File: config.mk
export PLATFORM = sky130hd
export DESIGN_NAME = key_scan_long_press_fifo
export DESIGN_NICKNAME = d
export VERILOG_FILES = /design/src/rtl/core/ksl_pkg.sv /design/src/rtl/core/ksl_lane.sv /design/src/rtl/core/ksl_merge.sv /design/src/rtl/core/ksl_obuf.sv /design/src/rtl/core/key_scan_long_press_fifo.sv
export VERILOG_INCLUDE_DIRS = /design/src /design/src/rtl/core
export SDC_FILE = /design/constraint.sdc
export NUM_CORES = 1
export LEC_CHECK = 0
export BUFFER_PORTS_ARGS = -buffer_cell sky130_fd_sc_hd__buf_2
export CORE_MARGIN = 2
export CORE_UTILIZATION = 52
export DETAILED_ROUTE_END_ITERATION = 8
export PLACE_DENSITY = 0.66
export SLEW_MARGIN = 20
export SYNTH_ARGS = -nofsm -noshare
export SYNTH_HDL_FRONTEND = slang
export SYNTH_SLANG_ARGS = --single-unit
File: constraint.sdc
create_clock -name clk -period 8.2 [get_ports clk]
set_input_delay 0.41 -clock clk [delete_from_list [all_inputs] [get_ports clk]]
set_output_delay 0.41 -clock clk [all_outputs]
set_load 0.02 [all_outputs]
File: src/rtl/core/assert_macros.svh
// Assertion macros shared by the key scanner RTL.
`ifndef ASSERT_MACROS_SVH
`define ASSERT_MACROS_SVH

// The expression must hold at every clock edge outside reset.
`define KSL_ASSERT_ALWAYS(lbl, expr) \
	lbl: assert property (@(posedge clk) disable iff (!arst_n) (expr)) \
		else $error("key scanner assertion failed");

// The consequent must hold in the cycle after the antecedent.
`define KSL_ASSERT_NEXT(lbl, ante, cons) \
	lbl: assert property (@(posedge clk) disable iff (!arst_n) (ante) |=> (cons)) \
		else $error("key scanner assertion failed");

`endif

File: src/rtl/core/ksl_pkg.sv
// Shared types, constants and codes of the key scanner.
`timescale 1ns / 1ps
package ksl_pkg;
	localparam int DEF_NUM_KEYS   = 4;
	localparam int DEF_FIFO_DEPTH = 16;

	localparam int CODE_W  = 4;
	localparam int COUNT_W = 8;
	localparam int CFG_W   = 8;
	localparam int FUNC_W  = 2;
	localparam int CFG_IDX_W = 1;

	localparam logic [COUNT_W-1:0] COUNT_MAX = '1;
	localparam logic [CFG_W-1:0] FILTER_RESET = 8'd2;
	localparam logic [CFG_W-1:0] LONG_RESET   = 8'd10;

	localparam int SHORT_BASE = 1;
	localparam int LONG_BASE  = 5;

	localparam logic [FUNC_W-1:0] FUNC_SCAN  = 2'd0;
	localparam logic [FUNC_W-1:0] FUNC_POP   = 2'd1;
	localparam logic [FUNC_W-1:0] FUNC_CLEAR = 2'd2;

	localparam logic [CFG_IDX_W-1:0] REG_FILTER = 1'd0;
	localparam logic [CFG_IDX_W-1:0] REG_LONG   = 1'd1;

	// One key lane's request to queue a code in this scan tick.
	typedef struct packed {
		logic              push;
		logic [CODE_W-1:0] code;
	} lane_evt_t;
endpackage

File: src/rtl/core/ksl_lane.sv
// One key lane: press counter and short or long press decision.
`timescale 1ns / 1ps
module ksl_lane #(
	parameter int KEY_IDX = 0
) (
	input  logic                        clk,
	input  logic                        arst_n,
	input  logic                        scan_en,
	input  logic                        level,
	input  logic [ksl_pkg::CFG_W-1:0]   filter_ticks,
	input  logic [ksl_pkg::CFG_W-1:0]   long_ticks,
	output ksl_pkg::lane_evt_t          evt,
	output logic                        held
);
	import ksl_pkg::*;

	localparam logic [CODE_W-1:0] SHORT_CODE = CODE_W'(KEY_IDX + SHORT_BASE);
	localparam logic [CODE_W-1:0] LONG_CODE  = CODE_W'(KEY_IDX + LONG_BASE);

	logic [COUNT_W-1:0] count_q;
	logic [COUNT_W-1:0] count_inc;
	logic [COUNT_W-1:0] count_d;
	logic               held_q;

	assign count_inc = (count_q == COUNT_MAX) ? count_q : count_q + COUNT_W'(1);

	always_comb begin
		evt.push = 1'b0;
		evt.code = LONG_CODE;
		count_d  = count_q;
		if (scan_en) begin
			if (!level) begin
				// Pressed: count up, and fire a repeating long event at the limit.
				count_d = count_inc;
				if (count_inc >= long_ticks) begin
					evt.push = 1'b1;
					count_d  = '0;
				end
			end else begin
				// Released: classify what was held, then restart.
				if (count_q >= filter_ticks) begin
					evt.push = 1'b1;
					evt.code = (count_q < long_ticks) ? SHORT_CODE : LONG_CODE;
				end
				count_d = '0;
			end
		end
	end

	assign held = scan_en ? !level : held_q;

	always_ff @(posedge clk or negedge arst_n) begin
		if (!arst_n) begin
			count_q <= '0;
			held_q  <= 1'b0;
		end else begin
			count_q <= count_d;
			held_q  <= held;
		end
	end
endmodule

File: src/rtl/core/ksl_merge.sv
// Merge stage: queues lane events in key order into the code ring and serves pops.
`timescale 1ns / 1ps
`include "assert_macros.svh"
module ksl_merge #(
	parameter int NUM_KEYS   = ksl_pkg::DEF_NUM_KEYS,
	parameter int FIFO_DEPTH = ksl_pkg::DEF_FIFO_DEPTH
) (
	input  logic                              clk,
	input  logic                              arst_n,
	input  ksl_pkg::lane_evt_t [NUM_KEYS-1:0] events,
	input  logic                              pop_en,
	input  logic                              clear_en,
	output logic [ksl_pkg::CODE_W-1:0]        pop_code
);
	import ksl_pkg::*;

	localparam int PTR_W = $clog2(FIFO_DEPTH);
	localparam logic [PTR_W-1:0] LAST_SLOT = PTR_W'(FIFO_DEPTH - 1);

	logic [CODE_W-1:0] store_q [FIFO_DEPTH];
	logic [PTR_W-1:0]  rd_ptr_q;
	logic [PTR_W-1:0]  wr_ptr_q;
	logic [PTR_W-1:0]  wr_ptr_d;
	logic [PTR_W-1:0]  rd_ptr_d;
	logic [PTR_W-1:0]  slot [NUM_KEYS];
	logic              empty;

	function automatic logic [PTR_W-1:0] next_slot(input logic [PTR_W-1:0] p);
		return (p == LAST_SLOT) ? '0 : p + PTR_W'(1);
	endfunction

	// Each pushing lane takes the next slot after the lanes below it.
	always_comb begin
		wr_ptr_d = wr_ptr_q;
		for (int j = 0; j < NUM_KEYS; j++) begin
			slot[j] = wr_ptr_d;
			if (events[j].push) begin
				wr_ptr_d = next_slot(wr_ptr_d);
			end
		end
	end

	assign empty    = (rd_ptr_q == wr_ptr_q);
	assign pop_code = empty ? '0 : store_q[rd_ptr_q];

	always_comb begin
		rd_ptr_d = rd_ptr_q;
		if (clear_en) begin
			rd_ptr_d = wr_ptr_q;
		end else if (pop_en && !empty) begin
			rd_ptr_d = next_slot(rd_ptr_q);
		end
	end

	// With no full check a small ring may be lapped within one tick;
	// the higher key is written last and wins.
	always_ff @(posedge clk) begin
		for (int e = 0; e < FIFO_DEPTH; e++) begin
			for (int j = 0; j < NUM_KEYS; j++) begin
				if (events[j].push && slot[j] == PTR_W'(e)) begin
					store_q[e] <= events[j].code;
				end
			end
		end
	end

	always_ff @(posedge clk or negedge arst_n) begin
		if (!arst_n) begin
			rd_ptr_q <= '0;
			wr_ptr_q <= '0;
		end else begin
			rd_ptr_q <= rd_ptr_d;
			wr_ptr_q <= wr_ptr_d;
		end
	end

	`KSL_ASSERT_ALWAYS(a_rd_ptr_range, rd_ptr_q <= LAST_SLOT)
	`KSL_ASSERT_ALWAYS(a_wr_ptr_range, wr_ptr_q <= LAST_SLOT)
	`KSL_ASSERT_NEXT(a_clear_empties, clear_en, rd_ptr_q == wr_ptr_q)
endmodule

File: src/rtl/core/ksl_obuf.sv
// Two-entry result buffer between the core and the output channel.
`timescale 1ns / 1ps
`include "assert_macros.svh"
module ksl_obuf #(
	parameter int WIDTH = 8
) (
	input  logic             clk,
	input  logic             arst_n,
	input  logic             push,
	input  logic [WIDTH-1:0] push_data,
	output logic             can_push,
	output logic             out_valid,
	input  logic             out_ready,
	output logic [WIDTH-1:0] out_data
);
	logic [WIDTH-1:0] head_q;
	logic [WIDTH-1:0] tail_q;
	logic [1:0]       cnt_q;
	logic             pop;

	assign can_push  = (cnt_q != 2'd2);
	assign out_valid = (cnt_q != 2'd0);
	assign out_data  = head_q;
	assign pop       = out_valid && out_ready;

	always_ff @(posedge clk) begin
		if (push && !pop) begin
			if (cnt_q == 2'd0) begin
				head_q <= push_data;
			end else begin
				tail_q <= push_data;
			end
		end else if (pop && !push) begin
			head_q <= tail_q;
		end else if (push && pop) begin
			if (cnt_q == 2'd1) begin
				head_q <= push_data;
			end else begin
				head_q <= tail_q;
				tail_q <= push_data;
			end
		end
	end

	always_ff @(posedge clk or negedge arst_n) begin
		if (!arst_n) begin
			cnt_q <= 2'd0;
		end else if (push && !pop) begin
			cnt_q <= cnt_q + 2'd1;
		end else if (pop && !push) begin
			cnt_q <= cnt_q - 2'd1;
		end
	end

	`KSL_ASSERT_ALWAYS(a_cnt_range, cnt_q <= 2'd2)
	`KSL_ASSERT_NEXT(a_push_grows, push && !pop, cnt_q == $past(cnt_q) + 2'd1)
endmodule

File: src/rtl/core/key_scan_long_press_fifo.sv
// Top level of the key scanner with short and long press events and a code ring.
`timescale 1ns / 1ps
// Key scanner with press classification and an event code ring. Every input
// transfer is one command: a scan tick (func 0) samples one active-low level
// per key, a pop (func 1) takes the oldest queued code (0 when the ring is
// empty), and a clear (func 2) drops everything queued; func 3 does nothing.
// Each command yields exactly one output transfer carrying the popped code
// (0 for anything but a successful pop) and the mask of keys held after the
// command. One lane per key counts held ticks and decides short or long
// events; a merge stage writes the events of one tick into the ring in key
// order, up to NUM_KEYS codes per tick, with no overflow check, so a full
// ring wraps and overwrites old codes. The block takes one command per clock
// unless stalled: all state updates in the cycle of the input transfer and
// the result is registered in a two-entry output buffer that sets the stall
// behavior: input ready drops only when two results wait untaken. The ring
// is held in flip-flops and needs no clearing after reset. Registers
// filter_ticks (index 0, reset 2) and long_ticks (index 1, reset 10) are
// written through cfg_we by the user only while idle, unchecked by the block.
module key_scan_long_press_fifo #(
	parameter int NUM_KEYS   = ksl_pkg::DEF_NUM_KEYS,
	parameter int FIFO_DEPTH = ksl_pkg::DEF_FIFO_DEPTH
) (
	input  logic                           clk,
	input  logic                           arst_n,
	input  logic                           cfg_we,
	input  logic [ksl_pkg::CFG_IDX_W-1:0]  cfg_index,
	input  logic [ksl_pkg::CFG_W-1:0]      cfg_wdata,
	input  logic                           in_valid,
	output logic                           in_ready,
	input  logic [ksl_pkg::FUNC_W-1:0]     func,
	input  logic [NUM_KEYS-1:0]            key_levels,
	output logic                           out_valid,
	input  logic                           out_ready,
	output logic [ksl_pkg::CODE_W-1:0]     key_code,
	output logic [NUM_KEYS-1:0]            held_mask
);
	import ksl_pkg::*;

	localparam int RES_W = CODE_W + NUM_KEYS;

	logic [CFG_W-1:0]               filter_q;
	logic [CFG_W-1:0]               long_q;
	logic                           accept;
	logic                           scan_en;
	logic                           pop_en;
	logic                           clear_en;
	lane_evt_t [NUM_KEYS-1:0]       events;
	logic [NUM_KEYS-1:0]            held_now;
	logic [CODE_W-1:0]              pop_code;
	logic [RES_W-1:0]               result;
	logic [RES_W-1:0]               out_data;

	// Configuration registers.
	always_ff @(posedge clk or negedge arst_n) begin
		if (!arst_n) begin
			filter_q <= FILTER_RESET;
			long_q   <= LONG_RESET;
		end else if (cfg_we) begin
			unique case (cfg_index)
				REG_FILTER: filter_q <= cfg_wdata;
				REG_LONG:   long_q   <= cfg_wdata;
				default: ;
			endcase
		end
	end

	assign accept = in_valid && in_ready;

	// Command decode; only an accepted transfer touches state.
	always_comb begin
		scan_en  = 1'b0;
		pop_en   = 1'b0;
		clear_en = 1'b0;
		unique case (func)
			FUNC_SCAN:  scan_en  = accept;
			FUNC_POP:   pop_en   = accept;
			FUNC_CLEAR: clear_en = accept;
			default: ;
		endcase
	end

	for (genvar k = 0; k < NUM_KEYS; k++) begin : g_lane
		ksl_lane #(
			.KEY_IDX(k)
		) u_lane (
			.clk          (clk),
			.arst_n       (arst_n),
			.scan_en      (scan_en),
			.level        (key_levels[k]),
			.filter_ticks (filter_q),
			.long_ticks   (long_q),
			.evt          (events[k]),
			.held         (held_now[k])
		);
	end

	ksl_merge #(
		.NUM_KEYS   (NUM_KEYS),
		.FIFO_DEPTH (FIFO_DEPTH)
	) u_merge (
		.clk      (clk),
		.arst_n   (arst_n),
		.events   (events),
		.pop_en   (pop_en),
		.clear_en (clear_en),
		.pop_code (pop_code)
	);

	// A pop that finds the ring empty already gives zero; other commands give zero too.
	assign result = {(pop_en ? pop_code : CODE_W'(0)), held_now};

	ksl_obuf #(
		.WIDTH(RES_W)
	) u_obuf (
		.clk       (clk),
		.arst_n    (arst_n),
		.push      (accept),
		.push_data (result),
		.can_push  (in_ready),
		.out_valid (out_valid),
		.out_ready (out_ready),
		.out_data  (out_data)
	);

	assign key_code  = out_data[RES_W-1:NUM_KEYS];
	assign held_mask = out_data[NUM_KEYS-1:0];
endmodule
==> impl_metrics.tcl <==
set metrics [dict create \
    first_iter_violations 681 \
    synth-edff-count 80 \
    final_core_util_pct 58.3 \
    grt_pass1_wl_um 43100 \
    ys_ff_latch 142 \
    fin_nets 1186 \
    initial_utilization_pct 53.4 \
    clock_path_buffers 2 \
    final_layout_size_suffix_gt1_share_pct 13.1 \
    timing.rr.end "u_merge.store_q[7][2]" \
    endpoint_kind "register" \
    avgSynthCellArea_um2 10.1 \
    synth_nets 1166 \
    synth_cells 1032 \
    yosysUniqueCellTypes 78 \
    synth_top_family_by_area "simple AND/OR/NAND/NOR gates" \
    hold_violations 0 \
    finalCritPeriodShare_pct 81.4 \
    crit_path_frequent_cell "ha_1" \
    critPathLaunchType "register" \
    p_leak_uw 0.00502 \
    post-cts-setup-buffer-count 0 \
    cp_max_fo 11 \
    area_growth_pct 9.32 \
    dr.pass1.iters 5 \
    rsz0062_at_grt "false" \
    synth-simple-area-share_pct 15.4 \
    grt_usage_pct 25.9 \
    status "completed" \
    dpl.cell_count 1298 \
    whs_ps 165 \
    crit_family "simple AND/OR/NAND/NOR gates" \
    drc 0 \
    synth_warnings 0 \
    io_buffers 29 \
    min_period_ps 6670 \
    mostFrequentLayoutCell "ha_1" \
    final_cell_mix "ha_1, nand2_1, nor2_1" \
    die_y_um 146 \
    critPathKind "reg -> reg" \
    cts_buffers 17 \
    htree_levels 4 \
    relSlewSlack_pct 29.5 \
    crit_buf_inv 2 \
    synth.area.mux_share_pct 11.8 \
    synthAdderAreaFrac_pct 13.6 \
    fp.dieW_um 146 \
    grt_pass1_vias 7934 \
    holdBufCountCts 0 \
    skew_ps 21.0 \
    io_pins 30 \
    setup_violations 0 \
    nFillCells 1682 \
    synth_ff_type "edfxtp_1" \
    seqCellArea_mm2 0.00396 \
    arrival_ps 6790 \
    slew_viol_final 0 \
    gp_congestion 0.941 \
    place_hpwl_um 19600 \
    clock-sinks 142 \
    syn-cell-area_mm2 0.0105 \
    r2r_start "g_lane[0].u_lane.count_q[1]" \
    ir_worst_vdd_v 0.000140 \
    vias_per_cell 6.08 \
    p_per_area_mw_per_mm2 256 \
    clk_latency_ps 430 \
    setup.reg_to_reg.worst_slack_ps 1530 \
    wirelength_um 26700 \
    finalSetupTns_ps 0 \
    fp-row-count 51 \
    crit_chain "ha_1 -> inv_1 -> nor2_1 -> and3_1 -> nor2_1 -> nand3_1 -> xnor2_1 -> ha_1 -> nand2_1 -> nor3_1 -> a21o_1 -> a22o_1 -> mux2_2 -> ha_1 -> mux2i_1 -> ha_1 -> mux2i_1 -> inv_1 -> ha_1 -> nand4_1 -> nor2b_1 -> nand2_1 -> o2111ai_1" \
    postRouteAntennaNets 0 \
    antenna_found_initial 0 \
    cap_violations 0 \
    r2r_cells 23 \
    cp_slowest_cell "mux2i_1" \
    clkTransAtPathRegs_ps 70 \
    ys_seq_area_share_pct 37.9 \
    num_vias 8089 \
    multiInputGateArea_mm2 0.00616 \
    synth-async-reset-ratio_pct 43.7 \
    root_buffer "clkbuf_16" \
    cpPeakStageDelay_ps 710 \
    globalRoute.totalOverflow 0 \
    wire_per_inst_um 20.1 \
    final_cells 1331 \
    die_area_mm2 0.0213 \
    synth-xor-area-share_pct 2.84 \
    required_ps 8310 \
    cts_resized 0 \
    core-area_mm2 0.0196 \
    fmax_ghz 0.150 \
    cts_tree "yes" \
    grt_max_degree 63 \
    hold_path_class "in -> async" \
    worst_slew_pin_slew_ps 1050 \
    synth-compound-area-share_pct 15.0 \
]
[metal layers]
metal	GRT usage, %	vias to the layer above	wire length [um]
met5	0	-	0
met4	8.48	0	659
met3	5.36	53	1750
met2	40.1	276	11900
met1	36.6	3860	12500
li1	-	3900	-
[synth_stat cells, types with 17 or more instances]
cell type / instances / area, um2
inv_1: 53 / 199
ha_1: 114 / 1430
mux2_2: 21 / 236
nor2_1: 88 / 330
nand3_1: 37 / 185
nor3_1: 19 / 95.1
mux2i_1: 55 / 551
dfrtp_1: 59 / 1480
o21ai_0: 55 / 275
nand2_1: 97 / 364
a21oi_1: 27 / 135
edfxtp_1: 80 / 2400
a21o_1: 17 / 128
clkbuf_1: 29 / 109
nand4_1: 17 / 106
xnor2_1: 22 / 193
nor2b_1: 17 / 106
nand2b_1: 21 / 131
mux4_2: 20 / 450
[how the worst max path moves through the flow]
stage	end	start	slack [ps]	depth (start not counted)
floorplan	u_merge.store_q[7][0]	g_lane[0].u_lane.count_q[1]	2610	27
global placement	u_merge.store_q[7][1]	g_lane[0].u_lane.count_q[1]	1890	23
detailed placement	u_merge.store_q[7][2]	g_lane[0].u_lane.count_q[1]	1680	23
CTS	u_merge.store_q[7][1]	g_lane[0].u_lane.count_q[1]	1640	23
global route	u_merge.store_q[7][0]	g_lane[0].u_lane.count_q[1]	1120	23
finish	u_merge.store_q[7][2]	g_lane[0].u_lane.count_q[1]	1530	23
[cell type report]
| type | instances | area share, % |
|---|---|---|
| timing repair buffer | 39 | 1.93 |
| tap | 265 | 2.90 |
| inverter | 54 | 1.77 |
| sequential | 142 | 34.6 |
| antenna | 1 | 0.0219 |
| clock buffer | 17 | 3.72 |
| clock inverter | 15 | 1.07 |
| multi-input combinational | 798 | 53.9 |
[sequential cells by signal (all words and copies together), names as in the netlist]
register	cells
g_lane.u_lane.held_q	4
u_merge.rd_ptr_q	4
long_q	8
u_obuf.tail_q	8
filter_q	8
u_merge.store_q	64
g_lane.u_lane.count_q	32
u_obuf.out_data	8
u_merge.wr_ptr_q	4
u_obuf.cnt_q	2
[power breakdown]
| group | internal [uW] | switching [uW] | leakage (uW) |
|---|---|---|---|
| Clock | 396 | 337 | 0.000262 |
| Sequential | 880 | 147 | 0.00163 |
| Combinational | 472 | 692 | 0.00313 |
| Total | 1750 | 1180 | 0.00502 |
[per-stage QoR]
step,area (um2),setup slack (ps),power [uW]
3_3_place_gp,10900,1890,2170
3_5_place_dp,10900,1680,2190
4_1_cts,11400,1640,2920
5_1_grt,11400,1120,3130
2_1_floorplan,10500,2610,1890
6_report,11400,1530,2920
[kinds of logic (layout without fill, tap and decap cells)]
family | after synthesis | count (layout)
AO/OA/AOI/OAI | 222 | 222
adder cells (fa/ha/maj) | 114 | 114
flip-flops | 142 | 142
other | 0 | 1
multiplexers | 96 | 96
buffers and inverters | 92 | 125
XOR/XNOR | 30 | 30
AND/OR/NAND/NOR | 336 | 336
Note: power is estimated with default switching activity, not from simulation.
